==> src/tlfd_pkg.sv <==
// Shared types, constants and the CRC-32 byte update for the tagged frame deframer.
`timescale 1ns / 1ps

package tlfd_pkg;

	localparam int MAX_FRAME_BYTES = 2048;
	localparam int HEADER_BYTES    = 12;
	localparam int INDEX_LIMIT     = 2048;
	localparam int MIN_FRAME_LEN   = HEADER_BYTES + 4;
	localparam int LEN_CAP         = (MAX_FRAME_BYTES < INDEX_LIMIT) ? MAX_FRAME_BYTES
	                                                                : INDEX_LIMIT;

	// queue depths must be powers of two: pointers wrap by overflow
	localparam int CMD_DEPTH = 4;
	localparam int CMD_AW    = $clog2(CMD_DEPTH);
	localparam int RES_DEPTH = 4;
	localparam int RES_AW    = $clog2(RES_DEPTH);

	localparam logic [31:0] CRC_POLY = 32'hEDB88320;
	localparam logic [31:0] CRC_INIT = 32'hFFFFFFFF;

	localparam logic [15:0] SYNC_TAG_RST = 16'h0000;
	localparam logic [11:0] MAX_LEN_RST  = 12'd2048;

	typedef enum logic {
		REG_SYNC_TAG = 1'b0,
		REG_MAX_LEN  = 1'b1
	} reg_idx_t;

	typedef enum logic {
		CMD_DATA      = 1'b0,
		CMD_LINK_LOST = 1'b1
	} cmd_kind_t;

	typedef struct packed {
		cmd_kind_t  kind;
		logic [7:0] data;
	} cmd_t;

	typedef enum logic [1:0] {
		PH_HUNT1  = 2'd0,
		PH_HUNT2  = 2'd1,
		PH_HEADER = 2'd2,
		PH_BODY   = 2'd3
	} phase_t;

	typedef struct packed {
		logic [7:0]  out_byte;
		logic [10:0] byte_index;
		logic        last;
		logic        crc_ok;
		logic        frame_error;
		logic        aborted;
	} res_t;

	typedef struct packed {
		logic vld0;
		logic vld1;
		res_t r0;
		res_t r1;
	} res_push_t;

	typedef struct packed {
		logic [15:0] sync_tag;
		logic [11:0] max_len;
	} cfg_t;

	function automatic logic [31:0] crc_byte(logic [31:0] crc, logic [7:0] b);
		logic [31:0] c;
		c = crc ^ {24'h0, b};
		for (int i = 0; i < 8; i++) begin
			c = c[0] ? ((c >> 1) ^ CRC_POLY) : (c >> 1);
		end
		return c;
	endfunction

endpackage

==> src/tlfd_front.sv <==
// Front end: accepts input words, classifies them and queues commands for the framer.
`timescale 1ns / 1ps

module tlfd_front (
	input  logic          clk,
	input  logic          arst_n,
	input  logic          push,
	output logic          full,
	input  logic          req_type,
	input  logic [7:0]    data_byte,
	output logic          cmd_vld,
	output tlfd_pkg::cmd_t cmd,
	input  logic          cmd_pop
);
	import tlfd_pkg::*;

	cmd_t              mem_q [CMD_DEPTH];
	logic [CMD_AW-1:0] wp_q;
	logic [CMD_AW-1:0] rp_q;
	logic [CMD_AW:0]   cnt_q;
	logic              wr;
	logic              rd;
	cmd_t              cmd_in;

	assign full    = (cnt_q == (CMD_AW + 1)'(CMD_DEPTH));
	assign cmd_vld = (cnt_q != '0);
	assign wr      = push && !full;
	assign rd      = cmd_pop && cmd_vld;

	always_comb begin
		cmd_in.kind = req_type ? CMD_LINK_LOST : CMD_DATA;
		// payload of a link-lost word is never used
		cmd_in.data = req_type ? 8'h00 : data_byte;
	end

	always_ff @(posedge clk) begin
		if (wr) begin
			mem_q[wp_q] <= cmd_in;
		end
	end

	assign cmd = mem_q[rp_q];

	always_ff @(posedge clk or negedge arst_n) begin
		if (!arst_n) begin
			wp_q  <= '0;
			rp_q  <= '0;
			cnt_q <= '0;
		end else begin
			if (wr) begin
				wp_q <= wp_q + 1'b1;
			end
			if (rd) begin
				rp_q <= rp_q + 1'b1;
			end
			cnt_q <= cnt_q + (CMD_AW + 1)'(wr) - (CMD_AW + 1)'(rd);
		end
	end

endmodule

==> src/tlfd_back.sv <==
// Back end: sync hunt, header parse, body pass-through and CRC-32 check.
`timescale 1ns / 1ps

module tlfd_back (
	input  logic               clk,
	input  logic               arst_n,
	input  tlfd_pkg::cfg_t     cfg,
	input  logic               cmd_vld,
	input  tlfd_pkg::cmd_t     cmd,
	output logic               cmd_pop,
	input  logic               res_room,
	output tlfd_pkg::res_push_t res_push
);
	import tlfd_pkg::*;

	localparam logic [10:0] HDR_LEN_HI = 11'(HEADER_BYTES - 2);
	localparam logic [10:0] HDR_LEN_LO = 11'(HEADER_BYTES - 1);
	localparam logic [15:0] MIN_LEN    = 16'(MIN_FRAME_LEN);
	localparam logic [11:0] CAP        = 12'(LEN_CAP);

	phase_t      phase_q, phase_d;
	logic [10:0] cnt_q, cnt_d;
	logic [15:0] len_q, len_d;
	logic [31:0] crc_q, crc_d;
	logic [31:0] trl_q, trl_d;

	logic        take;
	logic        lost;
	logic [7:0]  b;
	logic [7:0]  tag_hi;
	logic [7:0]  tag_lo;
	logic [11:0] lim;
	logic [15:0] len_fin;
	logic        hdr_end;
	logic        len_bad;
	logic        body_end;
	logic        in_crc;
	logic [31:0] crc_in;
	logic [31:0] crc_nx;
	logic [31:0] trl_sh;
	res_t        r0;
	res_t        r1;

	assign take    = cmd_vld && res_room;
	assign cmd_pop = take;
	assign lost    = (cmd.kind == CMD_LINK_LOST);
	assign b       = cmd.data;
	assign tag_hi  = cfg.sync_tag[15:8];
	assign tag_lo  = cfg.sync_tag[7:0];
	assign lim     = (cfg.max_len > CAP) ? CAP : cfg.max_len;
	assign len_fin = {len_q[15:8], b};
	assign hdr_end = (cnt_q == HDR_LEN_LO);
	assign len_bad = (len_fin < MIN_LEN) || (len_fin > {4'h0, lim});
	assign body_end = (({6'h0, cnt_q} + 17'd1) >= {1'b0, len_q});
	assign in_crc   = (({6'h0, cnt_q} + 17'd4) < {1'b0, len_q});
	// seed the second tag byte step from the first tag byte of the live tag register
	assign crc_in  = (phase_q == PH_HUNT2) ? crc_byte(CRC_INIT, tag_hi) : crc_q;
	assign crc_nx  = crc_byte(crc_in, b);
	assign trl_sh  = {trl_q[23:0], b};

	always_comb begin
		phase_d = phase_q;
		if (take) begin
			if (lost) begin
				phase_d = PH_HUNT1;
			end else begin
				case (phase_q)
					PH_HUNT1: begin
						if (b == tag_hi) begin
							phase_d = PH_HUNT2;
						end
					end
					PH_HUNT2: begin
						phase_d = (b == tag_lo) ? PH_HEADER : PH_HUNT1;
					end
					PH_HEADER: begin
						if (hdr_end) begin
							phase_d = len_bad ? PH_HUNT1 : PH_BODY;
						end
					end
					PH_BODY: begin
						if (body_end) begin
							phase_d = PH_HUNT1;
						end
					end
					default: phase_d = PH_HUNT1;
				endcase
			end
		end
	end

	always_comb begin
		cnt_d = cnt_q;
		len_d = len_q;
		crc_d = crc_q;
		trl_d = trl_q;
		r0    = '0;
		r1    = '0;
		res_push.vld0 = 1'b0;
		res_push.vld1 = 1'b0;
		if (take) begin
			if (lost) begin
				if (phase_q == PH_HEADER || phase_q == PH_BODY) begin
					r0.byte_index = cnt_q;
					r0.last       = 1'b1;
					r0.aborted    = 1'b1;
					res_push.vld0 = 1'b1;
				end
				cnt_d = '0;
				len_d = '0;
				crc_d = CRC_INIT;
				trl_d = '0;
			end else begin
				case (phase_q)
					PH_HUNT1: begin
						// only the phase moves while hunting
					end
					PH_HUNT2: begin
						if (b == tag_lo) begin
							crc_d = crc_nx;
							cnt_d = 11'd2;
							r0.out_byte   = tag_hi;
							r0.byte_index = 11'd0;
							r1.out_byte   = tag_lo;
							r1.byte_index = 11'd1;
							res_push.vld0 = 1'b1;
							res_push.vld1 = 1'b1;
						end else begin
							crc_d = CRC_INIT;
							cnt_d = '0;
						end
						len_d = '0;
						trl_d = '0;
					end
					PH_HEADER: begin
						crc_d = crc_nx;
						cnt_d = cnt_q + 11'd1;
						r0.out_byte   = b;
						r0.byte_index = cnt_q;
						res_push.vld0 = 1'b1;
						if (cnt_q == HDR_LEN_HI) begin
							len_d = {b, 8'h00};
						end
						if (hdr_end) begin
							len_d = len_fin;
							if (len_bad) begin
								// reject: flag the length byte and resume the hunt
								r0.last        = 1'b1;
								r0.frame_error = 1'b1;
								cnt_d = '0;
								len_d = '0;
								crc_d = CRC_INIT;
								trl_d = '0;
							end
						end
					end
					PH_BODY: begin
						if (in_crc) begin
							crc_d = crc_nx;
						end else begin
							trl_d = trl_sh;
						end
						cnt_d = cnt_q + 11'd1;
						r0.out_byte   = b;
						r0.byte_index = cnt_q;
						res_push.vld0 = 1'b1;
						if (body_end) begin
							r0.last   = 1'b1;
							r0.crc_ok = (~crc_q == (in_crc ? trl_q : trl_sh));
							cnt_d = '0;
							len_d = '0;
							crc_d = CRC_INIT;
							trl_d = '0;
						end
					end
					default: begin
						cnt_d = '0;
					end
				endcase
			end
		end
		res_push.r0 = r0;
		res_push.r1 = r1;
	end

	always_ff @(posedge clk or negedge arst_n) begin
		if (!arst_n) begin
			phase_q <= PH_HUNT1;
			cnt_q   <= '0;
			len_q   <= '0;
			crc_q   <= CRC_INIT;
			trl_q   <= '0;
		end else begin
			phase_q <= phase_d;
			cnt_q   <= cnt_d;
			len_q   <= len_d;
			crc_q   <= crc_d;
			trl_q   <= trl_d;
		end
	end

endmodule

==> src/tlfd_res_queue.sv <==
// Result queue: takes up to two result words a cycle, hands out one word a cycle.
`timescale 1ns / 1ps

module tlfd_res_queue (
	input  logic               clk,
	input  logic               arst_n,
	input  tlfd_pkg::res_push_t res_push,
	output logic               res_room,
	output logic               empty,
	input  logic               pop,
	output tlfd_pkg::res_t     head
);
	import tlfd_pkg::*;

	res_t              mem_q [RES_DEPTH];
	logic [RES_AW-1:0] wp_q;
	logic [RES_AW-1:0] rp_q;
	logic [RES_AW:0]   cnt_q;
	logic              rd;
	logic [RES_AW-1:0] wp_nx;
	logic [RES_AW:0]   n_wr;

	assign empty    = (cnt_q == '0);
	// room for a full tag pair, whatever the consumer does this cycle
	assign res_room = (cnt_q <= (RES_AW + 1)'(RES_DEPTH - 2));
	assign rd       = pop && !empty;
	assign wp_nx    = wp_q + 1'b1;
	assign n_wr     = (RES_AW + 1)'(res_push.vld0) + (RES_AW + 1)'(res_push.vld1);
	assign head     = mem_q[rp_q];

	always_ff @(posedge clk) begin
		if (res_push.vld0) begin
			mem_q[wp_q] <= res_push.r0;
		end
		if (res_push.vld1) begin
			mem_q[wp_nx] <= res_push.r1;
		end
	end

	always_ff @(posedge clk or negedge arst_n) begin
		if (!arst_n) begin
			wp_q  <= '0;
			rp_q  <= '0;
			cnt_q <= '0;
		end else begin
			wp_q  <= wp_q + RES_AW'(n_wr);
			if (rd) begin
				rp_q <= rp_q + 1'b1;
			end
			cnt_q <= cnt_q + n_wr - (RES_AW + 1)'(rd);
		end
	end

endmodule

==> src/tagged_length_frame_deframer.sv <==
// Path: input queue, then the framer (when the result queue has room), then the result queue.
// Throughput: one input word per cycle unless full; a tag pair yields two result words in one
// cycle, absorbed by the four-word result queue, while the framer step (one CRC byte) sets the rate.
// Input and result queues are four words deep each; a stalled consumer backs up into full.
// Reset (arst_n, asynchronous): queues empty, framer hunting, sync_tag = 0, max_frame_len = 2048.
`timescale 1ns / 1ps

module tagged_length_frame_deframer (
	input  logic        clk,
	input  logic        arst_n,
	input  logic        psel,
	input  logic        penable,
	input  logic        pwrite,
	input  logic [2:0]  paddr,
	input  logic [31:0] pwdata,
	output logic [31:0] prdata,
	output logic        pready,
	input  logic        push,
	output logic        full,
	input  logic        req_type,
	input  logic [7:0]  data_byte,
	output logic        empty,
	input  logic        pop,
	output logic [7:0]  out_byte,
	output logic [10:0] byte_index,
	output logic        last,
	output logic        crc_ok,
	output logic        frame_error,
	output logic        aborted
);
	import tlfd_pkg::*;

	cfg_t      cfg_q;
	reg_idx_t  ridx;
	logic      cfg_wr;
	logic      cmd_vld;
	cmd_t      cmd;
	logic      cmd_pop;
	logic      res_room;
	res_push_t res_push;
	res_t      head;

	assign pready = 1'b1;
	assign ridx   = reg_idx_t'(paddr[2]);
	assign cfg_wr = psel && penable && pwrite && pready;

	always_ff @(posedge clk or negedge arst_n) begin
		if (!arst_n) begin
			cfg_q.sync_tag <= SYNC_TAG_RST;
			cfg_q.max_len  <= MAX_LEN_RST;
		end else if (cfg_wr) begin
			case (ridx)
				REG_SYNC_TAG: cfg_q.sync_tag <= pwdata[15:0];
				REG_MAX_LEN:  cfg_q.max_len  <= pwdata[11:0];
				default: ;
			endcase
		end
	end

	always_comb begin
		case (ridx)
			REG_SYNC_TAG: prdata = {16'h0, cfg_q.sync_tag};
			REG_MAX_LEN:  prdata = {20'h0, cfg_q.max_len};
			default:      prdata = '0;
		endcase
	end

	tlfd_front u_front (
		.clk       (clk),
		.arst_n    (arst_n),
		.push      (push),
		.full      (full),
		.req_type  (req_type),
		.data_byte (data_byte),
		.cmd_vld   (cmd_vld),
		.cmd       (cmd),
		.cmd_pop   (cmd_pop)
	);

	tlfd_back u_back (
		.clk      (clk),
		.arst_n   (arst_n),
		.cfg      (cfg_q),
		.cmd_vld  (cmd_vld),
		.cmd      (cmd),
		.cmd_pop  (cmd_pop),
		.res_room (res_room),
		.res_push (res_push)
	);

	tlfd_res_queue u_res_queue (
		.clk      (clk),
		.arst_n   (arst_n),
		.res_push (res_push),
		.res_room (res_room),
		.empty    (empty),
		.pop      (pop),
		.head     (head)
	);

	assign out_byte    = head.out_byte;
	assign byte_index  = head.byte_index;
	assign last        = head.last;
	assign crc_ok      = head.crc_ok;
	assign frame_error = head.frame_error;
	assign aborted     = head.aborted;

endmodule

==> config.mk <==
export PLATFORM = sky130hd
export DESIGN_NAME = tagged_length_frame_deframer
export DESIGN_NICKNAME = d
export VERILOG_FILES = /design/src/tlfd_pkg.sv /design/src/tlfd_front.sv /design/src/tlfd_back.sv /design/src/tlfd_res_queue.sv /design/src/tagged_length_frame_deframer.sv
export SDC_FILE = /design/constraint.sdc
export NUM_CORES = 1
export LEC_CHECK = 0
export ABC_CLOCK_PERIOD_IN_PS = 6000
export BUFFER_PORTS_ARGS = -buffer_cell sky130_fd_sc_hd__buf_4
export CAP_MARGIN = 20
export CORE_MARGIN = 3
export CORE_UTILIZATION = 63
export DETAILED_ROUTE_END_ITERATION = 8
export PLACE_DENSITY = 0.84
export SYNTH_ARGS = -nofsm -noshare
export SYNTH_HDL_FRONTEND = slang
export SYNTH_SLANG_ARGS = --single-unit
==> constraint.sdc <==
create_clock -name clk -period 6 [get_ports clk]
set_input_delay 1.2 -clock clk [delete_from_list [all_inputs] [get_ports clk]]
set_output_delay 1.2 -clock clk [all_outputs]
set_load 0.02 [all_outputs]
# Word-level counts from Yosys, hierarchy flattened

Memories as Yosys holds them, arrays and structs flattened.
Index checks and enable logic that the tools add are counted.

Reductions and logical operators: 23
Eq/ne operators: 16
Multiplexer cells: 84
Bitwise logic cells: 20
Add/sub/neg operators: 13
Order comparisons: 6

Operators with widths:

| cell                                                                   | number |
|---|---|
| 32-bit two-way mux                                                     | 28 |
| 13-bit inverter with 14-bit output                                     | 16 |
| 32-bit case mux with 3 select lines                                    | 2 |
| 19-bit two-way mux                                                     | 5 |
| 16-bit two-way mux                                                     | 5 |
| 32-bit case mux with 2 select lines                                    | 1 |
| 16-bit case mux with 3 select lines                                    | 1 |
| 11-bit two-way mux                                                     | 4 |
| 19-bit case mux with 2 select lines                                    | 1 |
| 12-bit two-way mux                                                     | 3 |
| 11-bit case mux with 3 select lines                                    | 1 |
| 32-bit == test                                                         | 1 |
| 32-bit inverter                                                        | 1 |
| 8-bit inverter with 32-bit output                                      | 1 |
| 32-bit by 8-bit bitwise XOR with 32-bit output                         | 1 |
| 23-bit two-way mux                                                     | 1 |
| 11-bit by 4-bit == test with 1-bit output (second input constant)      | 2 |
| 2-bit two-way mux                                                      | 11 |
| 17-bit by 16-bit greater-or-equal comparator with 1-bit output         | 1 |
| 17-bit by 16-bit < comparator with 1-bit output                        | 1 |
| 8-bit == test                                                          | 2 |
| 16-bit by 12-bit > comparator with 1-bit output                        | 1 |
| 16-bit by 5-bit < comparator with 1-bit output (second input constant) | 1 |
| 1-bit two-way mux                                                      | 16 |
| 34 further kinds                                                       | 55 |

Word-level logic and storage cells: 178
Bits of input ports: 51
Bits in registers: 135
Memories: 2
RAM bits: 128
Output and inout bits: 58

Memories:

| name              | depth | width | rd ports | clocked after memory_dff | write ports | line                 | text |
|---|---|---|---|---|---|---|---|
| u_res_queue.mem_q | 4     | 23    | 1        | 0                        | 2           | tlfd_res_queue.sv:15 | `res_t mem_q [RES_DEPTH];` |
| u_front.mem_q     | 4     | 9     | 1        | 0                        | 1           | tlfd_front.sv:17     | `cmd_t mem_q [CMD_DEPTH];` |

# Longest topological paths before layout

Gate-level depths: netlist (run 1).

Depth in word-level cells: 39
Mapped depth: 17
Depth with buffers taken out: 15

# Cells and area by module

A second synthesis (run 1) with hierarchy kept.

Cell total of the unflattened synthesis: 1331
Area total of the unflattened synthesis: 15946.5 sq um

Modules (own cells, without submodules):

| module                       | area an instance (sq um) | times used | cells each | sequential area each (sq um) |
|---|---|---|---|---|
| tlfd_back                    | 7840.0                   | 1          | 875        | 2367.3 |
| tlfd_res_queue               | 4875.9                   | 1          | 264        | 2937.8 |
| tlfd_front                   | 1818.0                   | 1          | 95         | 1256.2 |
| tagged_length_frame_deframer | 1412.6                   | 1          | 97         | 701.9 |

# Least setup slack after synthesis (run 1)

OpenSTA, ideal clock, no wires.

Kind: flip-flop to flip-flop
Start: register u_back.cnt_q[5]
End: memory u_res_queue.mem_q[1][2] in the netlist's numbering
Period minus slack after synthesis: 3.644 ns
Path slack: 2.356 ns
Stages on the path, launching flop included: 17
Data arrival time: 3.569 ns
Data required time: 5.925 ns
Library setup time: 0.075 ns
Path buffers: 2
Path through: dfrtp_1 > clkbuf_1 > and3_1 > and3_1 > nand3_1 > xnor2_1 > ha_1 > nand3_1 > a211oi_1 > o21ai_1 > clkbuf_1 > o311a_1 > nand3_1 > nand4_1 > nor4_1 > nand4_1 > o21ai_0

RTL lines:

| what                     | line                 | text |
|---|---|---|
| start: declaration       | tlfd_back.sv:22      | `logic [10:0] cnt_q, cnt_d;` |
| start signal: assignment | tlfd_back.sv:195     | `cnt_q <= cnt_d;` |
| end: declaration         | tlfd_res_queue.sv:15 |  |

==> summary.txt, run 1 <==
Timing
  – Worst Tran Pin Value: 1.14 ns
  – Slew Viols, Final: 0
  – Normalized max-slew margin: 23.7%
  – Final Cycle Share: 83.8%
  – Final Skew: 0.0272 ns
  – Fin. Hold Viols: 0
  – Min cycle time layout: 5.03 ns
  – Setup TNS: 0 ns
  – Min Hold Slack: 0.455 ns
  – Unrepaired setup endpoints after global routing: no
  – # setup viols final: 0
  – Fmax: 199 MHz

Power and ir drop
  – Static Leak: 6.99 nW
  – Pwr Density: 484 nW/um2
  – Pwr Total: 8.46 mW
  – Peak VDD IR: 0.478 mV

Cells and area
  – Fin nets: 1717
  – Area grow syn2layout: 8.94%
  – Layout cells sized above 1: 18.1%
  – Util after Layout: 70.8%
  – Fillers: 1745
  – Area of the multi-input gates: 8640 um2
  – N_diodes: 0
  – Seq. cell area: 6700 um2

Clocking
  – Post-cts gate resize count: 0
  – TritonCTS Buffers: 28
  – Root Buffer: clkbuf_16
  – Buffers inserted by post-CTS timing repair: 0
  – Clock Sinks: 263
  – CTS max path bufs: 3
  – Clock transition at path regs: 0.06 ns
  – Clock latency at the later pin of the worst-skew pair: 0.56 ns
  – CTS H-tree lvls: 1
  – Hold Buf Count CTS: 0
  – CTS tree: built

Synth
  – Primary FF master, synth: dfrtp_1
  – Share of the synthesized area in the top cell type: 15.9%
  – Dominant cells by area after synthesis: dfrtp_1 16%, edfxtp_1 13%, dfxtp_1 7.0%, dfstp_2 5.4%, xnor2_1 4.9%
  – Unique masters post-synth: 84
  – Gate count after technology mapping: 1600
  – Post-synth EDFFs: 72
  – Syn avg cell area: 10.0 um2
  – Count leader, synth: nand2_1
  – #FFs+latches synth: 263
  – Ys Warns: 0
  – Asr flop ratio synth: 51.3%
  – Leading area contributor after synthesis: dfrtp_1
  – Synth Cell Area: 16000 um2
  – Post-synthesis sequential area ratio: 41.8%
  – Synth top cells by count: 167 x nand2_1, 104 x a21oi_1, 102 x dfrtp_1

Run
  – Max-cap violations: 0

Min path
  – Hold Crit Depth: 2
  – WHS Endpoint: u_res_queue.mem_q[1][0]
  – Worst Hold Class: reg2reg
  – Hold path startpoint: u_res_queue.mem_q[1][0]

Placement
  – PortBufs: 73
  – DP HPWL: 27400 um
  – Gp weighted congestion: 0.914

Route
  – Total Wirelength: 41000 um
  – Starting DRC count in detailed routing: 1337
  – DR WL/cell: 21.0 um
  – Initial DRT Pass Iterations: 6
  – Post-DRT Antenna Nets: 0
  – DRC viols: 0
  – Vias per cell: 6.48
  – Vias: 12.6k

Floorplan
  – IO Pins: 109
  – Die width: 166 um
  – Core box area: 24700 um2
  – Die area: 27400 um2
  – Initial Utilization: 65.0%
  – DIE HEIGHT: 166 um
  – # rows: 57

Worst setup path
  – CP max-delay cell: a211oi_1
  – Crit path cell chain: ha_1 -> and3_1 -> and3_1 -> nand3_1 -> xnor2_1 -> ha_1 -> nand3_1 -> a211oi_1 -> o21ai_2 -> buf_4 -> o311ai_0 -> nor4bb_1 -> nor4_1 -> o2111a_1 -> nand4_1 -> o21ai_0
  – FF-to-FF Start: u_back.cnt_q[3]
  – CP arrival: 5.49 ns
  – Critical Path End Type: flip-flop
  – Reg2Reg Capture Point: u_res_queue.mem_q[3][2]
  – Worst path required time: 6.46 ns
  – Worst R2R Path Depth: 16
  – Crit-path max cell delay: 0.56 ns
  – Startpoint Class: flip-flop
  – Max Fanout on Critical Path: 27
  – Worst Setup Path Type: reg2reg
  – R2r setup slk: 0.97 ns

Global routing
  – Vias in the first global route: 12.6k
  – Total global-route track usage: 30.4%
  – Remaining global-route overflow: 0
  – Antenna violations before repair: 0
  – Global-route wire length before repair: 66000 um
  – Largest net degree at the start of global routing: 98

Status
  – Outcome: finished clean
logic make-up (layout without fill, tap and decap cells):
logic type	Yosys count	count (layout)	share of synthesized area, %
flip-flops	263	263	41.8
buffers and inverters	176	189	5.04
AO/OA/AOI/OAI	330	330	13.3
AND/OR/NAND/NOR	503	503	15.4
other	2	17	0.0468
XOR/XNOR	164	164	10.5
adder cells (fa/ha/maj)	58	58	4.62
multiplexers	104	104	9.31
layout make-up:
cell class | instances | area share (%)
inverters | 52 | 1.12
flip-flops and latches | 263 | 38.4
multi-input cells | 1176 | 49.4
clock inverters | 11 | 0.559
repair buffers | 87 | 3.80
clock buffers | 39 | 4.38
well taps | 324 | 2.32
power by group:
part / total [mW] / internal, mW / switching, mW
Combinational: 4.55 / 1.95 / 2.60
Sequential: 2.27 / 2.02 / 0.246
Clock: 1.64 / 0.934 / 0.707
sequential cells by signal, indices dropped and copies added (netlist names), 3 cells and up:
signal / flops
cfg_q: 28
u_back.cnt_q: 11
u_back.crc_q: 32
u_back.len_q: 16
u_back.trl_q: 32
u_front.cnt_q: 3
u_front.mem_q: 36
u_res_queue.cnt_q: 3
u_res_queue.mem_q: 92
layout by cell type, fill, tap and decap left out, types with 6 or more instances in the layout:
cell	instances
nand3_1	89
nand3b_1	16
a31oi_1	11
or3_1	11
nor3_1	12
xnor2_4	8
clkinv_2	7
dfstp_2	33
o21ai_0	72
nor2_1	95
clkbuf_1	8
inv_1	50
o21ai_1	13
nor4_1	6
o2111ai_1	11
a22o_1	48
and3_1	7
o221a_2	8
mux2i_1	31
a21oi_1	103
dfxtp_1	56
xor2_1	55
nor2b_1	37
a211oi_1	10
clkbuf_16	28
nand4_1	11
buf_4	85
o211ai_1	7
ha_1	55
and2_1	7
xnor2_2	6
dfrtp_1	102
conb_1	17
nand2b_1	16
nand2_1	167
edfxtp_1	72
mux2_2	41
o31ai_1	9
xnor2_1	89
mux4_2	32
critical path: cells and delay by family, from the launching register on:
family          cells  cell delay [ns]
compound gates      5             1.82
flops               1             0.52
buf+inv             1             0.34
simple gates        7             1.52
fa+ha+maj           2             0.56
xor+xnor            1             0.16
layer usage:
| layer | part of all wire, % | global-route usage (%) | wire length (um) | vias to the layer above |
|---|---|---|---|---|
| met2 | 47 | 49.3 | 19400 | 663 |
| met4 | 3.9 | 12.3 | 1580 | 0 |
| met5 | 0 | 0 | 0 | - |
| li1 | - | - | - | 5684 |
| met1 | 40 | 41.4 | 16500 | 6148 |
| met3 | 8.7 | 4.59 | 3580 | 145 |
worst max-delay path by stage:
stage	startpoint	endpoint	slack, ns	depth (start not counted)
6_report	u_back.cnt_q[3]	u_res_queue.mem_q[3][2]	0.97	16
5_1_grt	u_back.cnt_q[3]	u_res_queue.mem_q[3][2]	0.61	16
4_1_cts	u_back.cnt_q[2]	u_res_queue.mem_q[3][2]	0.99	16
3_5_place_dp	u_back.cnt_q[2]	u_res_queue.mem_q[2][2]	1.06	16
3_3_place_gp	u_back.cnt_q[2]	u_res_queue.mem_q[3][2]	1.23	16
2_1_floorplan	u_back.cnt_q[5]	u_res_queue.mem_q[1][2]	2.36	16
metrics by stage:
stage          cell area (um2)  cells  worst slack [ns]
4_1_cts                  17500   1951             0.992
6_report                 17500   1952             0.973
2_1_floorplan            16100   1615              2.36
3_5_place_dp             16600   1901              1.06
5_1_grt                  17500   1952             0.607
3_3_place_gp             16600   1901              1.23
Power figures use the tool's default switching activity.
==> inputs of run 2 (changes only) <==
--- a/config.mk
+++ b/config.mk
@@ -5,13 +5,13 @@
 export SDC_FILE = /design/constraint.sdc
 export NUM_CORES = 1
 export LEC_CHECK = 0
-export ABC_CLOCK_PERIOD_IN_PS = 6000
+export ABC_CLOCK_PERIOD_IN_PS = 5110
 export BUFFER_PORTS_ARGS = -buffer_cell sky130_fd_sc_hd__buf_4
 export CAP_MARGIN = 20
 export CORE_MARGIN = 3
-export CORE_UTILIZATION = 63
+export CORE_UTILIZATION = 62
 export DETAILED_ROUTE_END_ITERATION = 8
-export PLACE_DENSITY = 0.84
+export PLACE_DENSITY = 0.82
 export SYNTH_ARGS = -nofsm -noshare
 export SYNTH_HDL_FRONTEND = slang
 export SYNTH_SLANG_ARGS = --single-unit
==> constraint.sdc (replaced) <==
create_clock -name clk -period 5.11 [get_ports clk]
set_input_delay 1.022 -clock clk [delete_from_list [all_inputs] [get_ports clk]]
set_output_delay 1.022 -clock clk [all_outputs]
set_load 0.02 [all_outputs]
==> summary.txt, run 2 (same netlist as run 1, synthesis figures left out) <==
Route
  – Total Wirelength: 41000 um (about the same)
  – Vias per cell: 6.36 (-1.8%)
  – Starting DRC count in detailed routing: 1279 (-4.3%)
  – DRC viols: 0 (unchanged)
  – Post-DRT Antenna Nets: 0 (unchanged)
  – Vias: 12.5k (-0.92%)
  – Initial DRT Pass Iterations: 5 (-1)
  – DR WL/cell: 20.8 um (-0.96%)

Worst setup path
  – Max Fanout on Critical Path: 11 (-59%)
  – Critical Path End Type: flip-flop
  – CP max-delay cell: dfrtp_1
  – Critical path's top delay family: simple AND/OR/NAND/NOR gates
  – Worst Setup Path Type: reg2reg
  – Crit path cell chain: ha_1 -> and3_1 -> and3_1 -> nand3_1 -> xnor2_1 -> ha_1 -> nand3_1 -> a211oi_1 -> buf_4 -> o21a_1 -> o21ai_1 -> buf_4 -> mux2i_1 -> xor2_1 -> nor4_1 -> nand4_1 -> o21ai_0
  – Worst R2R Path Depth: 17 (+1)
  – Crit-path max cell delay: 0.56 ns (about the same)
  – CP Buf/Inv Count: 2 (+1)
  – Startpoint Class: flip-flop
  – Worst path depth: 17 (+1)
  – CP arrival: 5.12 ns (-0.37 ns)
  – Worst path required time: 5.59 ns (-0.87 ns)

Clocking
  – Root Buffer: clkbuf_16
  – Clock Sinks: 263 (unchanged)
  – CTS H-tree lvls: 1 (unchanged)
  – CTS max path bufs: 3 (unchanged)
  – CTS tree: built
  – TritonCTS Buffers: 28 (unchanged)
  – Clock latency at the later pin of the worst-skew pair: 0.57 ns (about the same)
  – Buffers inserted by post-CTS timing repair: 0 (unchanged)
  – Post-cts gate resize count: 0 (unchanged)
  – Clock transition at path regs: 0.06 ns (about the same)
  – Hold Buf Count CTS: 0 (unchanged)

Global routing
  – Remaining global-route overflow: 0 (unchanged)
  – Antenna violations before repair: 0 (unchanged)
  – Vias in the first global route: 12.4k (-2.2%)
  – Total global-route track usage: 29.2% (-1.2 points)
  – Largest net degree at the start of global routing: 108 (+10%)
  – Global-route wire length before repair: 66500 um (+0.73%)

Floorplan
  – IO Pins: 109 (unchanged)
  – Initial Utilization: 63.3% (-1.7 points)
  – # rows: 58 (+1.8%)
  – Core box area: 25300 um2 (+2.6%)
  – Die width: 167 um (+0.78%)
  – DIE HEIGHT: 167 um (+0.78%)
  – Die area: 27800 um2 (+1.6%)

Placement
  – PortBufs: 73 (unchanged)
  – Dpl cells: 1916 (+0.79%)
  – Gp weighted congestion: 0.940 (+2.8%)
  – DP HPWL: 27700 um (+1.3%)

Timing
  – Final Cycle Share: 90.9% (+7.1 points)
  – Setup TNS: 0 ns (unchanged)
  – Normalized max-slew margin: 30.5% (+6.8 points)
  – # setup viols final: 0 (unchanged)
  – Fin. Hold Viols: 0 (unchanged)
  – Slew Viols, Final: 0 (unchanged)
  – Worst Tran Pin Value: 1.04 ns (-0.102 ns)
  – Final Skew: 0.0260 ns (-0.00114 ns)
  – Fmax: 215 MHz (+8.3%)
  – Min cycle time layout: 4.64 ns (-0.384 ns)
  – Min Hold Slack: 0.454 ns (-0.000645 ns)
  – Unrepaired setup endpoints after global routing: no

Cells and area
  – Top flop regs: u_res_queue.mem_q x92, u_front.mem_q x36
  – N_diodes: 0 (unchanged)
  – Most frequent cells in the layout: 167 x nand2_1, 103 x a21oi_1, 102 x dfrtp_1, 97 x nor2_1, 93 x buf_4
  – Fin nets: 1726 (+0.52%)
  – Number of flip-flops in the largest register: 92 (unchanged)
  – Finished Layout Cells: 1969 (+0.87%)
  – Area grow syn2layout: 9.95%
  – Layout cells sized above 1: 18.2% (+0.18 points)
  – Most common cell after layout, fill and taps aside: nand2_1
  – Register with the most flip-flops: u_res_queue.mem_q

Power and ir drop
  – Pwr Density: 571 nW/um2 (+18%)
  – Sw frac: 41.4% (-0.58 points)
  – Sequential Power Share: 26.3% (-0.5 points)
  – Peak VDD IR: 0.488 mV (+2.1%)
  – Cell Int Power: 5.90 mW (+20%)
  – Part of the power in combinational logic: 53.3% (-0.5 points)
  – Clock network fraction of design power: 20.4% (+1.0 points)
  – Pwr Total: 10.1 mW (+19%)
  – Static Leak: 7.07 nW (+1.1%)
  – Sw Pwr: 4.17 mW (+17%)

Min path
  – Worst Hold Class: reg2reg
  – Hold Crit Depth: 2 (unchanged)

Status
  – Outcome: finished clean

Run
  – Max-cap violations: 0 (unchanged)
## run 2: cell types whose count changed in the layout (fill, tap and decap cells not counted), moves of 2 or more
| cell | delta |
|---|---|
| nor2_2 | -2 |
| clkinv_1 | +3 |
| nor2_1 | +2 |
| buf_4 | +8 |
| clkinv_2 | -3 |
| bufinv_16 | +2 |
## run 2: worst reg2reg max path, delay by kind of cell (launching register included)
family / cells / cell delay (ns)
AO/OA/AOI/OAI: 4 / 0.93
multiplexers: 1 / 0.27
AND/OR/NAND/NOR: 6 / 1.56
flip-flops: 1 / 0.56
adder cells (fa/ha/maj): 2 / 0.57
buffers and inverters: 2 / 0.41
XOR/XNOR: 2 / 0.28
## run 2: path summary, 6_finish.rpt
path	startpoint	slack, ns	endpoint
hold / removal	u_res_queue.mem_q[3][11]	0.45	u_res_queue.mem_q[3][11]
max in group asynchronous	arst_n	3.44	u_back.crc_q[14]
setup reg to reg	u_back.cnt_q[2]	0.47	u_res_queue.mem_q[2][2]
setup / recovery	u_back.cnt_q[2]	0.47	u_res_queue.mem_q[2][2]
min in group asynchronous	arst_n	0.58	u_back.cnt_q[6]
hold reg to reg	u_res_queue.mem_q[3][11]	0.45	u_res_queue.mem_q[3][11]
## run 2: per-stage QoR
stage	cell area, um2	setup WS (ns)	utilization (%)
global route	17600	0.207	69.6
detailed placement	16700	0.539	65.8
CTS	17600	0.448	69.5
global placement	16700	0.662	65.8
finish	17600	0.467	69.6
floorplan	16100	1.47	-
## run 2: power groups by stage
| stage | registers, mW | clock network [mW] | logic (mW) |
|---|---|---|---|
| 3_3_place_gp | 2.70 | 0 | 5.13 |
| 3_5_place_dp | 2.71 | 0 | 5.21 |
| 5_1_grt | 2.67 | 2.15 | 5.77 |
| 2_1_floorplan | 2.51 | 0 | 4.35 |
| 6_report | 2.65 | 2.06 | 5.36 |
| 4_1_cts | 2.67 | 2.07 | 5.25 |
## run 2: cell type report
cell class / count / area (um2)
timing repair buffer: 96 / 757
inverter: 52 / 196
multi-input combinational: 1176 / 8640
clock buffer: 40 / 776
clock inverter: 12 / 149
tap: 330 / 413
fill: 1798 / 7690
sequential: 263 / 6700
## run 2: layer usage
| layer | track usage, % | share of wire, % | vias to the layer above |
|---|---|---|---|
| li1 | - | - | 5706 |
| met1 | 40.8 | 41 | 6107 |
| met2 | 47.7 | 48 | 616 |
| met3 | 4.15 | 8.8 | 95 |
| met4 | 9.47 | 2.8 | 0 |
| met5 | 0 | 0 | - |
